`config.mk`:
```
export PLATFORM = sky130hd
export DESIGN_NAME = dns_response_a_record_extractor_flat
export DESIGN_NICKNAME = d
export VERILOG_FILES = /design/src/rtl/drae_pkg.sv /design/src/rtl/drae_if.sv /design/src/rtl/dns_response_a_record_extractor.sv /design/src/rtl/drae_front.sv /design/src/rtl/drae_queue.sv /design/src/rtl/drae_back.sv /design/src/flat_wrapper.sv
export SDC_FILE = /design/constraint.sdc
export NUM_CORES = 1
export LEC_CHECK = 0
export BUFFER_PORTS_ARGS = -buffer_cell sky130_fd_sc_hd__buf_2
export CAP_MARGIN = 5
export CORE_ASPECT_RATIO = 1.25
export CORE_MARGIN = 2
export CORE_UTILIZATION = 35
export CTS_BUF_LIST = sky130_fd_sc_hd__clkbuf_4
export DETAILED_ROUTE_END_ITERATION = 8
export HOLD_SLACK_MARGIN = 0.06
export MAX_ROUTING_LAYER = met4
export PLACE_DENSITY = 0.6
export REMOVE_ABC_BUFFERS = 1
export SLEW_MARGIN = 30
export SYNTH_ARGS = -nofsm -noshare
export SYNTH_HDL_FRONTEND = slang
export SYNTH_SLANG_ARGS = --single-unit
export TNS_END_PERCENT = 5
```
`constraint.sdc`:
```
create_clock -name clk -period 4.67 [get_ports clk]
set_input_delay 0 -clock clk [delete_from_list [all_inputs] [get_ports clk]]
set_output_delay 0 -clock clk [all_outputs]
set_load 0.005 [all_outputs]
```
`src/rtl/drae_pkg.sv`:
```
package drae_pkg;

  localparam int QUEUE_DEPTH = 4;

  localparam logic [2:0] STATUS_PARSED   = 3'd0;
  localparam logic [2:0] STATUS_SHORT    = 3'd1;
  localparam logic [2:0] STATUS_NOT_RESP = 3'd2;
  localparam logic [2:0] STATUS_RCODE    = 3'd3;
  localparam logic [2:0] STATUS_NO_ANS   = 3'd4;

  localparam logic KIND_ADDRESS = 1'b0;
  localparam logic KIND_SUMMARY = 1'b1;

  localparam logic [3:0]  HEADER_BYTES  = 4'd12;
  localparam logic [15:0] FLAG_RESPONSE = 16'h8000;
  localparam logic [15:0] FLAG_RCODE    = 16'h000F;
  localparam logic [7:0]  PTR_MASK      = 8'hC0;
  localparam logic [15:0] COUNT_MAX     = 16'hFFFF;

  // One queue entry: what a single input byte caused.
  typedef struct packed {
    logic        has_address;
    logic        has_summary;
    logic [31:0] address_value;
    logic [2:0]  end_status;
    logic [15:0] address_count;
  } drae_event_t;

endpackage

```
`src/rtl/drae_if.sv`:
```
interface drae_byte_if;
  logic       valid;
  logic       ready;
  logic [7:0] message_byte;
  logic       last_byte;

  modport source(output valid, output message_byte, output last_byte, input ready);
  modport sink(input valid, input message_byte, input last_byte, output ready);
endinterface

interface drae_result_if;
  logic        valid;
  logic        ready;
  logic        result_kind;
  logic [31:0] address_value;
  logic [2:0]  end_status;
  logic [15:0] address_count;
  logic        last_of_run;

  modport source(output valid, output result_kind, output address_value,
                 output end_status, output address_count, output last_of_run,
                 input ready);
  modport sink(input valid, input result_kind, input address_value,
               input end_status, input address_count, input last_of_run,
               output ready);
endinterface

```
`src/rtl/dns_response_a_record_extractor.sv`:
```
// An event is queued, and parser state updates, in the cycle its byte is accepted.
// Throughput: one byte per cycle while the queue is not full.
// A byte that yields an address and the summary gives two results; the
// QUEUE_DEPTH-entry event queue between parser and output absorbs that.
// Reset: synchronous rst returns the parser to the header phase and empties the queue.
module dns_response_a_record_extractor
  import drae_pkg::*;
#(
  parameter int QUEUE_DEPTH_P = QUEUE_DEPTH
) (
  input  logic          clk,
  input  logic          rst,
  drae_byte_if.sink     message,
  drae_result_if.source result
);

  logic        accept;
  logic        push;
  logic        full;
  logic        pop;
  logic        not_empty;
  drae_event_t push_event;
  drae_event_t head_event;

  assign message.ready = !full;
  assign accept        = message.valid && !full;

  drae_front u_front (
    .clk          (clk),
    .rst          (rst),
    .accept       (accept),
    .message_byte (message.message_byte),
    .last_byte    (message.last_byte),
    .push         (push),
    .push_event   (push_event)
  );

  drae_queue #(
    .DEPTH (QUEUE_DEPTH_P)
  ) u_queue (
    .clk        (clk),
    .rst        (rst),
    .push       (push),
    .push_event (push_event),
    .full       (full),
    .pop        (pop),
    .not_empty  (not_empty),
    .head_event (head_event)
  );

  drae_back u_back (
    .clk        (clk),
    .rst        (rst),
    .not_empty  (not_empty),
    .head_event (head_event),
    .pop        (pop),
    .result     (result)
  );

endmodule

```
`src/rtl/drae_front.sv`:
```
module drae_front
  import drae_pkg::*;
(
  input  logic        clk,
  input  logic        rst,
  input  logic        accept,
  input  logic [7:0]  message_byte,
  input  logic        last_byte,
  output logic        push,
  output drae_event_t push_event
);

  localparam logic [2:0] PH_HEADER = 3'd0;
  localparam logic [2:0] PH_QNAME  = 3'd1;
  localparam logic [2:0] PH_QFIXED = 3'd2;
  localparam logic [2:0] PH_ANAME  = 3'd3;
  localparam logic [2:0] PH_AFIXED = 3'd4;
  localparam logic [2:0] PH_RDATA  = 3'd5;
  localparam logic [2:0] PH_DONE   = 3'd6;

  logic [3:0]  header_position, header_position_next;
  logic [15:0] header_word, header_word_next;
  logic [15:0] questions_left, questions_left_next;
  logic [15:0] answers_left, answers_left_next;
  logic [2:0]  parse_phase, parse_phase_next;
  logic [15:0] skip_left, skip_left_next;
  logic [3:0]  fixed_position, fixed_position_next;
  logic [15:0] record_type, record_type_next;
  logic [15:0] record_class, record_class_next;
  logic [31:0] address_shift, address_shift_next;
  logic        record_qualifies, record_qualifies_next;
  logic [15:0] found_count, found_count_next;
  logic [2:0]  message_status, message_status_next;

  logic        emit_address;
  logic        name_done;
  logic [15:0] answers_dec;

  always_comb begin
    header_position_next  = header_position;
    header_word_next      = header_word;
    questions_left_next   = questions_left;
    answers_left_next     = answers_left;
    parse_phase_next      = parse_phase;
    skip_left_next        = skip_left;
    fixed_position_next   = fixed_position;
    record_type_next      = record_type;
    record_class_next     = record_class;
    address_shift_next    = address_shift;
    record_qualifies_next = record_qualifies;
    found_count_next      = found_count;
    message_status_next   = message_status;
    emit_address          = 1'b0;
    name_done             = 1'b0;
    answers_dec           = answers_left - 16'd1;

    // label / zero end / pointer walk, shared by question and answer names
    if (skip_left != 16'd0) begin
      skip_left_next = skip_left - 16'd1;
      name_done = (skip_left == 16'd1) && (fixed_position == 4'd1);
    end else if (message_byte == 8'h00) begin
      name_done = 1'b1;
    end else if ((message_byte & PTR_MASK) == PTR_MASK) begin
      skip_left_next      = 16'd1;
      fixed_position_next = 4'd1;
    end else begin
      skip_left_next      = {8'h00, message_byte};
      fixed_position_next = 4'd0;
    end

    unique case (parse_phase)
      PH_HEADER: begin
        skip_left_next      = skip_left;
        fixed_position_next = fixed_position;
        if (header_position[0]) begin
          header_word_next = {header_word[7:0], message_byte};
        end else begin
          header_word_next = {8'h00, message_byte};
        end
        if (header_position == 4'd3) begin
          if ((header_word_next & FLAG_RESPONSE) == 16'd0) begin
            message_status_next = STATUS_NOT_RESP;
          end else if ((header_word_next & FLAG_RCODE) != 16'd0) begin
            message_status_next = STATUS_RCODE;
          end
        end else if (header_position == 4'd5) begin
          questions_left_next = header_word_next;
        end else if (header_position == 4'd7) begin
          answers_left_next = header_word_next;
          if (header_word_next == 16'd0 && message_status == STATUS_PARSED) begin
            message_status_next = STATUS_NO_ANS;
          end
        end
        header_position_next = header_position + 4'd1;
        if (header_position_next >= HEADER_BYTES) begin
          header_position_next = HEADER_BYTES;
          if (message_status_next != STATUS_PARSED) begin
            parse_phase_next = PH_DONE;
          end else if (questions_left_next != 16'd0) begin
            parse_phase_next = PH_QNAME;
          end else begin
            parse_phase_next = PH_ANAME;
          end
          skip_left_next      = 16'd0;
          fixed_position_next = 4'd0;
        end
      end
      PH_QNAME, PH_ANAME: begin
        if (name_done) begin
          parse_phase_next    = (parse_phase == PH_QNAME) ? PH_QFIXED : PH_AFIXED;
          fixed_position_next = 4'd0;
        end
      end
      PH_QFIXED: begin
        skip_left_next = skip_left;
        if (fixed_position >= 4'd3) begin
          questions_left_next = questions_left - 16'd1;
          parse_phase_next    = (questions_left_next != 16'd0) ? PH_QNAME : PH_ANAME;
          fixed_position_next = 4'd0;
          skip_left_next      = 16'd0;
        end else begin
          fixed_position_next = fixed_position + 4'd1;
        end
      end
      PH_AFIXED: begin
        skip_left_next = skip_left;
        if (fixed_position < 4'd2) begin
          record_type_next = {record_type[7:0], message_byte};
        end else if (fixed_position < 4'd4) begin
          record_class_next = {record_class[7:0], message_byte};
        end else if (fixed_position >= 4'd8) begin
          skip_left_next = {skip_left[7:0], message_byte};
        end
        if (fixed_position >= 4'd9) begin
          record_qualifies_next = (record_type_next == 16'd1) &&
                                  (record_class_next == 16'd1) &&
                                  (skip_left_next == 16'd4);
          address_shift_next  = 32'd0;
          fixed_position_next = 4'd0;
          if (skip_left_next == 16'd0) begin
            answers_left_next = answers_dec;
            parse_phase_next  = (answers_dec != 16'd0) ? PH_ANAME : PH_DONE;
          end else begin
            parse_phase_next = PH_RDATA;
          end
        end else begin
          fixed_position_next = fixed_position + 4'd1;
        end
      end
      PH_RDATA: begin
        fixed_position_next = fixed_position;
        if (record_qualifies) begin
          address_shift_next = {address_shift[23:0], message_byte};
        end
        if (skip_left != 16'd0) begin
          skip_left_next = skip_left - 16'd1;
        end else begin
          skip_left_next = skip_left;
        end
        if (skip_left_next == 16'd0) begin
          if (record_qualifies) begin
            if (found_count != COUNT_MAX) begin
              found_count_next = found_count + 16'd1;
            end
            emit_address = 1'b1;
          end
          record_qualifies_next = 1'b0;
          answers_left_next     = answers_dec;
          parse_phase_next      = (answers_dec != 16'd0) ? PH_ANAME : PH_DONE;
          fixed_position_next   = 4'd0;
          skip_left_next        = 16'd0;
        end
      end
      default: begin
        skip_left_next      = skip_left;
        fixed_position_next = fixed_position;
      end
    endcase
  end

  always_comb begin
    push_event.has_address   = emit_address;
    push_event.has_summary   = last_byte;
    push_event.address_value = address_shift_next;
    push_event.end_status    = (header_position_next < HEADER_BYTES) ? STATUS_SHORT
                                                                     : message_status_next;
    push_event.address_count = found_count_next;
    push = accept && (emit_address || last_byte);
  end

  always_ff @(posedge clk) begin
    if (rst || (accept && last_byte)) begin
      header_position  <= 4'd0;
      header_word      <= 16'd0;
      questions_left   <= 16'd0;
      answers_left     <= 16'd0;
      parse_phase      <= PH_HEADER;
      skip_left        <= 16'd0;
      fixed_position   <= 4'd0;
      record_type      <= 16'd0;
      record_class     <= 16'd0;
      address_shift    <= 32'd0;
      record_qualifies <= 1'b0;
      found_count      <= 16'd0;
      message_status   <= STATUS_PARSED;
    end else if (accept) begin
      header_position  <= header_position_next;
      header_word      <= header_word_next;
      questions_left   <= questions_left_next;
      answers_left     <= answers_left_next;
      parse_phase      <= parse_phase_next;
      skip_left        <= skip_left_next;
      fixed_position   <= fixed_position_next;
      record_type      <= record_type_next;
      record_class     <= record_class_next;
      address_shift    <= address_shift_next;
      record_qualifies <= record_qualifies_next;
      found_count      <= found_count_next;
      message_status   <= message_status_next;
    end
  end

endmodule

```
`src/rtl/drae_queue.sv`:
```
module drae_queue
  import drae_pkg::*;
#(
  parameter int DEPTH = QUEUE_DEPTH
) (
  input  logic        clk,
  input  logic        rst,
  input  logic        push,
  input  drae_event_t push_event,
  output logic        full,
  input  logic        pop,
  output logic        not_empty,
  output drae_event_t head_event
);

  localparam int PW = (DEPTH > 1) ? $clog2(DEPTH) : 1;
  localparam int CW = $clog2(DEPTH + 1);
  localparam logic [PW-1:0] LAST_SLOT = PW'(DEPTH - 1);

  drae_event_t       slots [DEPTH];
  logic [PW-1:0]     wr_ptr;
  logic [PW-1:0]     rd_ptr;
  logic [CW-1:0]     fill;

  assign full       = (fill == CW'(DEPTH));
  assign not_empty  = (fill != CW'(0));
  assign head_event = slots[rd_ptr];

  always_ff @(posedge clk) begin
    if (push) begin
      slots[wr_ptr] <= push_event;
    end
  end

  always_ff @(posedge clk) begin
    if (rst) begin
      wr_ptr <= '0;
      rd_ptr <= '0;
      fill   <= '0;
    end else begin
      if (push) begin
        wr_ptr <= (wr_ptr == LAST_SLOT) ? '0 : wr_ptr + PW'(1);
      end
      if (pop) begin
        rd_ptr <= (rd_ptr == LAST_SLOT) ? '0 : rd_ptr + PW'(1);
      end
      if (push && !pop) begin
        fill <= fill + CW'(1);
      end else if (pop && !push) begin
        fill <= fill - CW'(1);
      end
    end
  end

endmodule

```
`src/rtl/drae_back.sv`:
```
module drae_back
  import drae_pkg::*;
(
  input  logic             clk,
  input  logic             rst,
  input  logic             not_empty,
  input  drae_event_t      head_event,
  output logic             pop,
  drae_result_if.source    result
);

  // set once the address half of a two-result entry has gone out
  logic address_sent;
  logic show_address;
  logic taken;

  assign show_address = head_event.has_address && !address_sent;
  assign taken        = result.valid && result.ready;

  always_comb begin
    result.valid         = not_empty;
    result.result_kind   = show_address ? KIND_ADDRESS : KIND_SUMMARY;
    result.address_value = show_address ? head_event.address_value : 32'd0;
    result.end_status    = show_address ? STATUS_PARSED : head_event.end_status;
    result.address_count = head_event.address_count;
    result.last_of_run   = show_address ? !head_event.has_summary : 1'b1;
    pop = taken && !(show_address && head_event.has_summary);
  end

  always_ff @(posedge clk) begin
    if (rst) begin
      address_sent <= 1'b0;
    end else if (taken) begin
      address_sent <= show_address && head_event.has_summary;
    end
  end

endmodule
```
`src/flat_wrapper.sv`:
```
// flat-port wrapper written by rule: the top's interface ports become plain ports
module dns_response_a_record_extractor_flat import drae_pkg::*;
#(
  parameter int QUEUE_DEPTH_P = QUEUE_DEPTH
)
  (clk, rst, message_valid, message_message_byte, message_last_byte, message_ready, result_valid, result_result_kind, result_address_value, result_end_status, result_address_count, result_last_of_run, result_ready);
  drae_byte_if message_i ();
  drae_result_if result_i ();
  input  logic clk;
  input  logic rst;
  input wire logic [$bits(message_i.valid)-1:0] message_valid;
  input wire logic [$bits(message_i.message_byte)-1:0] message_message_byte;
  input wire logic [$bits(message_i.last_byte)-1:0] message_last_byte;
  output wire logic [$bits(message_i.ready)-1:0] message_ready;
  output wire logic [$bits(result_i.valid)-1:0] result_valid;
  output wire logic [$bits(result_i.result_kind)-1:0] result_result_kind;
  output wire logic [$bits(result_i.address_value)-1:0] result_address_value;
  output wire logic [$bits(result_i.end_status)-1:0] result_end_status;
  output wire logic [$bits(result_i.address_count)-1:0] result_address_count;
  output wire logic [$bits(result_i.last_of_run)-1:0] result_last_of_run;
  input wire logic [$bits(result_i.ready)-1:0] result_ready;
  assign message_i.valid = message_valid;
  assign message_i.message_byte = message_message_byte;
  assign message_i.last_byte = message_last_byte;
  assign message_ready = message_i.ready;
  assign result_valid = result_i.valid;
  assign result_result_kind = result_i.result_kind;
  assign result_address_value = result_i.address_value;
  assign result_end_status = result_i.end_status;
  assign result_address_count = result_i.address_count;
  assign result_last_of_run = result_i.last_of_run;
  assign result_i.ready = result_ready;
  dns_response_a_record_extractor #(.QUEUE_DEPTH_P(QUEUE_DEPTH_P)) u_core (.clk(clk), .rst(rst), .message(message_i), .result(result_i));
endmodule
```
# --- After elaboration in Yosys (flattened, before gate mapping) ---
# Memory sizes are Yosys's and may differ from the RTL's. A register that Yosys moved wholly into a read port is not among the register bits.
# Cells that the tools add are included.
word_totals:
  register_bits: 159
  ramBits: 212
  in_bits: 13
  out_inout_bits: 55
  elab_cells: 205
  n_memories: 1
memory_table:
  columns: ["name", "words", "width", "rd", "rd_clocked_by_memory_dff", "write_ports", "line_no", "rtl"]
  rows:
  - ["u_core.u_queue.slots", 4, 53, 1, 1, 1, "drae_queue.sv:20", "drae_event_t slots [DEPTH];"]
op_classes:
  add_sub_neg: 10
  magnitude_cmp: 7
  eq_ne: 30
  muxes: 91
  n_reduce_logical: 49
ops:
  columns: ["operator", "count"]
  rows:
  - ["2-to-1 mux 16 bit", 32]
  - ["2-to-1 mux 32 bit", 3]
  - ["case mux 16 bit (5 select lines)", 1]
  - ["nonzero test 16 bit", 5]
  - ["zero test 16 bit", 4]
  - ["case mux 32 bit (2 select lines)", 1]
  - ["2-to-1 mux 3 bit", 21]
  - ["equality test 16 x 1 -> 1 bit (second input constant)", 3]
  - ["case mux 16 bit (3 select lines)", 1]
  - ["subtractor 16 x 1 -> 16 bit (second input constant)", 3]
  - ["2-to-1 mux 4 bit", 9]
  - ["case mux 16 bit (2 select lines)", 1]
  - ["case mux 4 bit (5 select lines)", 1]
  - ["!= test 2 bit (second input constant)", 9]
  - ["adder 16 x 1 -> 16 bit (second input constant)", 1]
  - ["equality test 16 x 3 -> 1 bit (second input constant)", 1]
  - ["!= test 16 bit (second input constant)", 1]
  - ["case mux 3 bit (5 select lines)", 1]
  - ["logical AND 1 bit", 13]
  - [">= comparator 4 bit (second input constant)", 3]
  - ["2-to-1 mux 1 bit", 12]
  - ["2-to-1 mux 2 bit", 6]
  - ["equality test 3 bit (second input constant)", 3]
  - ["!= test 3 bit (second input constant)", 3]
  - ["31 further kinds", 49]

# --- Longest topological paths before layout ---
# Gate-level depths: netlist of the first run.
depth:
  ltp_word: 13
  mapped_depth: 14
  mapped_depth_nobuf: 13

# --- Hierarchy ---
# A second synthesis of the first run with hierarchy kept.
unflattened:
  cells_unflattened: 1595
  hier_area_um2: 18017.3
by_module_without_submodules:
  columns: ["module", "instances", "cells_each", "area_per_inst_um2", "seq_area_each_um2"]
  rows:
  - ["drae_front", 1, 1207, 9331.4, 3022.9]
  - ["drae_queue", 1, 321, 8152.8, 6546.3]
  - ["drae_back", 1, 65, 523.0, 20.0]
  - ["dns_response_a_record_extractor", 1, 2, 10.0, 0.0]

# --- Least setup slack after synthesis of the first run ---
# No wires, ideal clock.
synth_path:
  path_type: "flip-flop to flip-flop"
  start: "register u_core.u_front.skip_left[0]"
  end: "memory u_core.u_queue.slots[0][0] (netlist name) (enable)"
  setup_time_ns: 0.416
  arrival_time_ns: 3.340
  required_time_ns: 4.254
  slack_ns: 0.914
  path_stages_with_launch: 10
  n_path_buf: 1
  period_less_slack_ns: 3.756
  cell_sequence: "dfxtp_1 buf_2 inv_1 ha_1 nor4bb_1 and4b_1 and4_1 a41oi_1 nor2_1 and2_1"
synth_via:
  elab_chain_len: 10
  elab_cells_between_ends: 11
  cone_classes: "add/sub (1); mux (6); reduce/logical (4)"
synth_lines:
  columns: ["element", "line_no", "rtl"]
  rows:
  - ["from (decl)", "drae_front.sv:26", "logic [15:0] skip_left, skip_left_next;"]
  - ["from (signal assigned)", "drae_front.sv:212", "skip_left <= skip_left_next;"]
  - ["subtractor 16 x 1 -> 16 bit or nonzero test 16 bit (tied branches)", "drae_front.sv:156, drae_front.sv:155", null]
  - ["2-to-1 mux 16 bit (*)", "drae_front.sv:155", "if (skip_left != 16'd0) begin"]
  - ["2-to-1 mux 16 bit (*)", "drae_front.sv:71", "unique case (parse_phase)"]
  - ["zero test 16 bit (*)", "drae_front.sv:160", "if (skip_left_next == 16'd0) begin"]
  - ["2-to-1 mux 1 bit (*)", "drae_front.sv:160", null]
  - ["2-to-1 mux 1 bit (*)", "drae_front.sv:71", null]
  - ["logical OR 1 bit (*)", "drae_front.sv:188", "push = accept && (emit_address || last_byte);"]
  - ["logical AND 1 bit (*)", "drae_front.sv:188", null]
  - ["named net u_core.push", "dns_response_a_record_extractor.sv:18", "logic push;"]
  - ["2-to-1 mux 1 bit (*)", "drae_queue.sv:30", "if (push) begin"]
  - ["2-to-1 mux 1 bit (implied by the code) (*)", "drae_queue.sv:31", "slots[wr_ptr] <= push_event;"]
  - ["to (decl)", "drae_queue.sv:20", null]
# Mark *: on every way through the listed nets, which the timed path passes. The rest lies on a longest branch. The select of a mux whose other input is x is not followed.

# --- Final worst setup path of the first run ---
layout_path:
  start: "register u_core.u_front.skip_left[1]"
  end: "register u_core.u_queue.fill[2]"
layout_via:
  elab_chain_len: 11
  elab_cells_between_ends: 14
  cone_classes: "add/sub (1); mux (5); reduce/logical (8)"
layout_lines:
  columns: ["element", "line_no", "rtl"]
  rows:
  - ["subtractor 16 x 1 -> 16 bit or nonzero test 16 bit (tied branches)", "drae_front.sv:156, drae_front.sv:155", null]
  - ["2-to-1 mux 16 bit (*)", "drae_front.sv:155", null]
  - ["2-to-1 mux 16 bit (*)", "drae_front.sv:71", null]
  - ["zero test 16 bit (*)", "drae_front.sv:160", null]
  - ["2-to-1 mux 1 bit (*)", "drae_front.sv:160", null]
  - ["2-to-1 mux 1 bit (*)", "drae_front.sv:71", null]
  - ["logical OR 1 bit (*)", "drae_front.sv:188", null]
  - ["logical AND 1 bit (*)", "drae_front.sv:188", null]
  - ["named net u_core.push", "dns_response_a_record_extractor.sv:18", null]
  - ["zero test 1 bit", "drae_queue.sv:49", "end else if (pop && !push) begin"]
  - ["logical AND 1 bit", "drae_queue.sv:49", null]
  - ["nonzero test 2 bit (no line)", null, null]
  - ["to (signal assigned)", "drae_queue.sv:48", "fill <= fill + CW'(1);"]
  - ["to (signal assigned)", "drae_queue.sv:50", "fill <= fill - CW'(1);"]
  - ["to (decl)", "drae_queue.sv:23", "logic [CW-1:0] fill;"]
# Marked as above.
# A chain may end at the register's enable or synchronous reset.

==> impl_metrics.ini, run 1 <==
[clocking]
numClockSinks = 373
cts_setup_buffers = 0
cts-root-buf = clkbuf_4
numCtsBuffers = 90
cts_tree = built
htree_levels = 3
cts.reportedPaths.clkPinSlew_ps = 70
insertion_delay_ps = 850
ctsLongestPathBuffers = 3

[placement]
place_inst = 2250
dpl.hpwl_um = 29400
numPortBuffers = 67
gp_congestion = 0.922
placed_cell_area_mm2 = 0.0185

[synth]
syn_area_per_cell_um2 = 10.8
synth-xor-area-share_pct = 1.65
synth-compound-area-share_pct = 13.3
netlist_instances = 1622
synth_edf_count = 212
synth-simple-area-share_pct = 18.1
yosys.cell_types.count = 89
synth_mux_area_share_pct = 7.62
yosysSeqAreaShare_pct = 54.6
ys_ff_latch = 373
yosys_warnings = 0
synth-adder-area-share_pct = 1.54
syn-cell-area_mm2 = 0.0176
synth_top_family_by_area = simple AND/OR/NAND/NOR gates
ys_async_sr_fraction_pct = 0
ys.flop_type = edfxtp_1

[worst_setup_path]
start_kind = flop
crit_chain = inv_1 -> ha_1 -> nor4bb_1 -> and4b_1 -> and4_1 -> a41oi_1 -> nor2_1 -> ha_1 -> inv_1 -> fa_1 -> xor2_1 -> or3_1 -> a21oi_1
slowest_delay_ps = 480
worst-path-max-fanout = 8
end_kind = flop
cp_data_required_time_ps = 5370
cpMaxStageDelayCell = dfxtp_1
criticalPathCategory = flop to flop
critPathArrivalTime_ps = 4550

[timing]
maxSlewViolCount = 0
maxSlewHeadroom_pct = 39.7
rsz0062_at_grt = no
clock_skew_ps = 89.1
min_period_over_period_pct = 82.4
hold_violations = 0
finalSetupViolCount = 0
worst_pin_slew_ps = 905
fmax_mhz = 260
layout_min_cycle_time_ps = 3850

[floorplan]
io_pins = 68
num_rows = 91
start_util_pct = 35.5
die_area_mm2 = 0.0520
fp.dieH_um = 254
fp.dieW_um = 204
core-area_mm2 = 0.0494

[detailed_routing]
ant_nets = 0
routed-via-count = 13400
via_per_inst = 5.49
drt_iter0_markers = 932
finalWirelength_um = 46400
post-route-drc-count = 0
drt_pre_antenna_iters = 5
routedWlPerCell_um = 19.1

[power]
leakage_nw = 6.94
seqPwrFrac_pct = 48.7
powerDensity_mw_per_mm2 = 394
total_power_mw = 7.80
switching_share_pct = 28.1
power.internal_mw = 5.61
combPwrFrac_pct = 17.8
p_switching_mw = 2.19
ir_worst_vdd_mv = 0.191
p_clk_share_pct = 33.5

[grt]
antenna_found_initial = 1
grt_max_degree = 70
grt_usage_pct = 18.7
grt-ovfl-total = 0
grt_pass1_wl_um = 73600
grt_pass1_vias = 13500

[finish]
layout.cells.non_filler = 2434
fin_area_mm2 = 0.0198
drive_gt1_share_pct = 18.5
fillCellCount = 4858
syn_to_final_growth_pct = 12.9
nets = 1742
final_cell_mix = 212 x edfxtp_1, 168 x nor2_1, 159 x dfxtp_1, 154 x nand2_1, 134 x clkbuf_4
finish.utilization_pct = 40.1
final_common_cell = edfxtp_1

[min_path]
hold_class = primary input to flop

[run_status]
status = complete, no violations

[run]
cap_violations = 0
Yosys cell counts, drive strengths merged (10+ instances only):
cell type | count | area [µm²]
o31ai | 11 | 82.6
nand4 | 21 | 131
nor4 | 25 | 190
mux2i | 10 | 100
o22ai | 12 | 75.1
a31oi | 18 | 113
inv | 29 | 109
xnor2 | 13 | 114
nor2b | 38 | 238
clkbuf | 89 | 335
a22o | 36 | 315
or3 | 20 | 130
edfxtp | 212 | 6370
mux4 | 53 | 1190
nand3 | 39 | 195
xor2 | 20 | 175
a21oi | 116 | 581
and2 | 14 | 87.6
dfxtp | 161 | 3220
nor2 | 168 | 631
a32o | 11 | 110
nor3 | 87 | 447
o21ai | 66 | 334
and3 | 13 | 81.3
or4 | 13 | 101
nand2 | 154 | 578
buf | 25 | 121
ha | 20 | 250
worst paths after layout:
check	start	endpoint	slack [ps]	depth (start not counted)
worst max-delay path	u_core.u_front.skip_left[1]$_SDFFE_PP0P_	u_core.u_queue.fill[2]$_SDFFE_PP0P_	820	13
worst min-delay path	message_message_byte[2]	u_core.u_front.header_word[2]$_SDFFE_PP0P_	180	4
worst max register to register	u_core.u_front.skip_left[1]$_SDFFE_PP0P_	u_core.u_queue.fill[2]$_SDFFE_PP0P_	820	13
worst min register to register	u_core.u_front.record_type[8]$_SDFFE_PP0P_	u_core.u_front.record_type[8]$_SDFFE_PP0P_	450	2
critical path, delay by kind of cell, from the launching register on:
kind            cells  cell delay (ps)
compound gates      2              330
flops               1              480
simple gates        5             1550
fa+ha+maj           3              950
buf+inv             2              230
xor+xnor            1              160
cell families after synthesis:
group	count (synthesis)
AND/OR/NAND/NOR	637
XOR/XNOR	33
flip-flops	373
buffers and inverters	143
AO/OA/AOI/OAI	348
adder cells (fa/ha/maj)	21
multiplexers	67
state kept, by name, summed over array words and instances, names as in the netlist, 3 cells and up, named ones only:
| register | count |
|---|---|
| u_core.u_front.address_shift | 32 |
| u_core.u_front.answers_left | 16 |
| u_core.u_front.fixed_position | 4 |
| u_core.u_front.found_count | 16 |
| u_core.u_front.header_position | 4 |
| u_core.u_front.header_word | 8 |
| u_core.u_front.message_status | 3 |
| u_core.u_front.parse_phase | 3 |
| u_core.u_front.questions_left | 16 |
| u_core.u_front.record_class | 16 |
| u_core.u_front.record_type | 16 |
| u_core.u_front.skip_left | 16 |
| u_core.u_queue.fill | 3 |
| u_core.u_queue.slots | 212 |
layout make-up:
cell class	instances	area, µm²	area share, %
clock buffers	134	1010	5.07
multi-input cells	1106	7420	37.4
well taps	651	815	4.11
flip-flops and latches	373	9590	48.4
diodes	3	7.51	0.0379
repair buffers	108	736	3.71
inverters	29	109	0.549
clock inverters	30	133	0.669
per-layer routing:
layer | wire length (µm) | track usage (%)
met1 | 18800 | 21.1
met2 | 23000 | 31.4
met3 | 2440 | 3.44
met4 | 2170 | 10.2
met5 | 0 | -
power groups by stage:
stage	clock network [mW]	registers, mW	logic [mW]
after floorplan	0	3.90	0.875
after global routing	2.88	3.83	1.54
after CTS	2.72	3.80	1.43
after detailed placement	0	3.88	1.41
after global placement	0	3.87	1.39
final	2.61	3.80	1.39
stage by stage:
step	setup WS [ps]	setup TNS [ps]	hold WS (ps)
final	822	0	176
after floorplan	-357	-1330	69.1
after global routing	483	0	137
after detailed placement	935	0	272
after global placement	969	0	265
after CTS	851	0	83.8
timing repair:
action	CTS	global route
hold buffers	17	0
setup endpoints to repair	0	0
hold endpoints to repair	164	0
resized for setup	0	0
Note: power is estimated with default switching activity, not from simulation.
==> inputs of run 2 (changes only) <==
--- a/config.mk
+++ b/config.mk
@@ -5,6 +5,7 @@
 export SDC_FILE = /design/constraint.sdc
 export NUM_CORES = 1
 export LEC_CHECK = 0
+export ABC_AREA = 1
 export BUFFER_PORTS_ARGS = -buffer_cell sky130_fd_sc_hd__buf_2
 export CAP_MARGIN = 5
 export CORE_ASPECT_RATIO = 1.25
@@ -14,7 +15,7 @@
 export DETAILED_ROUTE_END_ITERATION = 8
 export HOLD_SLACK_MARGIN = 0.06
 export MAX_ROUTING_LAYER = met4
-export PLACE_DENSITY = 0.6
+export PLACE_DENSITY = 0.62
 export REMOVE_ABC_BUFFERS = 1
 export SLEW_MARGIN = 30
 export SYNTH_ARGS = -nofsm -noshare
==> constraint.sdc (replaced) <==
create_clock -name clk -period 3.4 [get_ports clk]
set_input_delay 0 -clock clk [delete_from_list [all_inputs] [get_ports clk]]
set_output_delay 0 -clock clk [all_outputs]
set_load 0.005 [all_outputs]
==> run 2 against run 1 <==
Cell area rose by 9.3%. Routed wire length rose by 13%. Clock power rose by 53%. Sequential cell count did not move.
==> impl_metrics.ini, run 2 <==
[timing]
clock_skew_ps = 58.3
maxSlewViolCount = 0
rsz0062_at_grt = no
hold_violations = 0
fin_ws_ps = 302
maxSlewHeadroom_pct = 40.9
worst_pin_slew_ps = 887
final.hold.worst_slack_ps = 168
fmax_mhz = 323
layout_min_cycle_time_ps = 3100
min_period_over_period_pct = 91.1
finalSetupViolCount = 0

[synth]
synth-xor-area-share_pct = 1.40
ys_ff_latch = 373
yosys.cell_types.count = 49
ys.flop_type = edfxtp_1
synth_edf_count = 212
synth-simple-area-share_pct = 21.5
synth_most_common_cell = nand2_1
syn-cell-area_mm2 = 0.0188
yosys_warnings = 0
synth_top_family_by_area = simple AND/OR/NAND/NOR gates
syn_area_per_cell_um2 = 8.00
ys_async_sr_fraction_pct = 0
synth_top_area_share_pct = 33.8
synth_top_cell_by_area = edfxtp_1
yosys-top-cells-area = edfxtp_1 34%, dfxtp_1 17%, nand2_1 8.8%
yosysSeqAreaShare_pct = 50.9
synth-adder-area-share_pct = 1.44
netlist_instances = 2353
synth_mux_area_share_pct = 0
synth.top_cells.by_count = 440 x nand2_1, 345 x nor2_1, 309 x o21ai_0
synth-compound-area-share_pct = 17.5

[detailed_routing]
post-route-drc-count = 0
dr_wl_met2_um = 26600
routed-via-count = 16800
highest-signal-layer = met4
finalWirelength_um = 52600
drt_pre_antenna_iters = 5
route.met3.wl_um = 2720
drt_iter0_markers = 1064
wl_met1_um = 21900
ant_nets = 0
routedWlPerCell_um = 16.2
via_per_inst = 5.17

[worst_setup_path]
startpoint = u_core.u_front.skip_left[0]$_SDFFE_PP0P_
end_kind = flop
reg2reg_depth = 18
worst-path-max-fanout = 5
start_kind = flop
criticalPathCategory = flop to flop
r2r_end = u_core.u_queue.fill[2]$_SDFFE_PP0P_
reg2reg_slack_ps = 300
critPathArrivalTime_ps = 3770
r2r-start = u_core.u_front.skip_left[0]$_SDFFE_PP0P_
cp_data_required_time_ps = 4070

[min_path]
hold_class = primary input to flop
hold_start = message_message_byte[1]
holdPathStages = 4
hold_end = u_core.u_front.answers_left[1]$_SDFFE_PP0P_

[floorplan]
io_pins = 68
fp.dieH_um = 263
core-area_mm2 = 0.0535
start_util_pct = 35.2
fp.dieW_um = 211
num_rows = 95
die_area_mm2 = 0.0557

[clocking]
cts-root-buf = clkbuf_4
htree_levels = 3
cts_tree = built
numCtsBuffers = 94
insertion_delay_ps = 840
numClockSinks = 373
cts.reportedPaths.clkPinSlew_ps = 80
ctsLongestPathBuffers = 3

[grt]
antenna_found_initial = 2
grt-ovfl-total = 0
grt_pass1_vias = 16100
grt_usage_pct = 19.5
grt_pass1_wl_um = 84500
grt_max_degree = 82

[finish]
final_cell_mix = 435 x nand2_1, 338 x nor2_1, 307 x o21ai_0, 212 x inv_1, 212 x edfxtp_1
fillCellCount = 5370
regArea_mm2 = 0.00960
syn_to_final_growth_pct = 15.1
finish.utilization_pct = 40.5
reg_top3 = u_core.u_queue.slots x212, u_core.u_front.address_shift x32
drive_gt1_share_pct = 13.6
largest_reg_flops = 212
multiInputGateArea_mm2 = 0.00797
final_common_cell = nand2_1
regMostFlops = u_core.u_queue.slots
nets = 2513

[placement]
gp_congestion = 0.909
post-place-ws_ps = 174
dpl.hpwl_um = 34100
numPortBuffers = 67

[power]
ir_worst_vdd_mv = 0.443
powerDensity_mw_per_mm2 = 622
leakage_nw = 8.94

[run]
cap_violations = 0

[run_status]
status = complete, no violations
## run 2: how the worst max path moves through the flow
stage	to	slack, ps	cells past startpoint
3_5_place_dp	u_core.u_queue.fill[2]$_SDFFE_PP0P_	170	20
2_1_floorplan	u_core.u_queue.slots[0][0]$_DFFE_PP_	-3660	6
5_1_grt	u_core.u_queue.fill[2]$_SDFFE_PP0P_	2	20
3_3_place_gp	u_core.u_queue.fill[2]$_SDFFE_PP0P_	160	20
6_report	u_core.u_queue.fill[2]$_SDFFE_PP0P_	300	18
4_1_cts	u_core.u_queue.fill[2]$_SDFFE_PP0P_	140	20
## run 2: critical path, stage by stage (launching register included)
cell and delay [ps]:
dfxtp_1 350, clkinv_1 140, ha_1 290, xor2_1 190, o21ai_2 210, nand3_1 130, nor2_1 100, nand2_1 70
nor2_1 100, buf_4 140, nand3_1 110, nand2_2 110, ha_1 150, inv_1 60, fa_1 380, a21oi_1 150
o21ai_1 90, o21ai_1 130, a21oi_1 50
## run 2: layout make-up
class | instances | area share [%]
tap | 679 | 3.92
clock buffer | 137 | 4.75
timing repair buffer | 151 | 5.16
sequential | 373 | 44.3
clock inverter | 40 | 1.19
inverter | 223 | 3.86
antenna | 3 | 0.0347
multi-input combinational | 1636 | 36.8
## run 2: through the flow
step | std cells | TNS, ps | power, mW | instance area [µm²]
finish | 3242 | 0 | 13.5 | 21700
global route | 3241 | 0 | 14.4 | 21700
CTS | 3238 | 0 | 13.7 | 21600
detailed placement | 3045 | 0 | 9.58 | 20200
global placement | 3045 | 0 | 9.50 | 20200
floorplan | 2232 | -1022160 | 7.96 | 18300
## run 2: kinds of logic (layout without fill, tap and decap cells)
family / after synthesis / in the layout
XOR/XNOR: 30 / 30
adder cells (fa/ha/maj): 21 / 21
AND/OR/NAND/NOR: 972 / 972
AO/OA/AOI/OAI: 613 / 613
buffers and inverters: 344 / 551
other: 0 / 3
flip-flops: 373 / 373
## run 2: layer usage
layer | up-vias | track usage (%)
li1 | 8282 | -
met1 | 7900 | 22.8
met2 | 485 | 33.4
met3 | 109 | 3.36
met4 | 0 | 7.29
met5 | - | -
## run 2: where the power goes
part / internal, mW / switching, mW
Combinational: 1.33 / 2.71
Clock: 2.10 / 1.89
Sequential: 5.22 / 0.226
Total: 8.66 / 4.83
## run 2: timing repair
action	4_1_cts	5_1_grt
setup endpoints to repair	0	2
hold buffers	16	0
gates resized for setup	0	13
endpoints found under the hold margin	340	0
buffers inserted	0	1
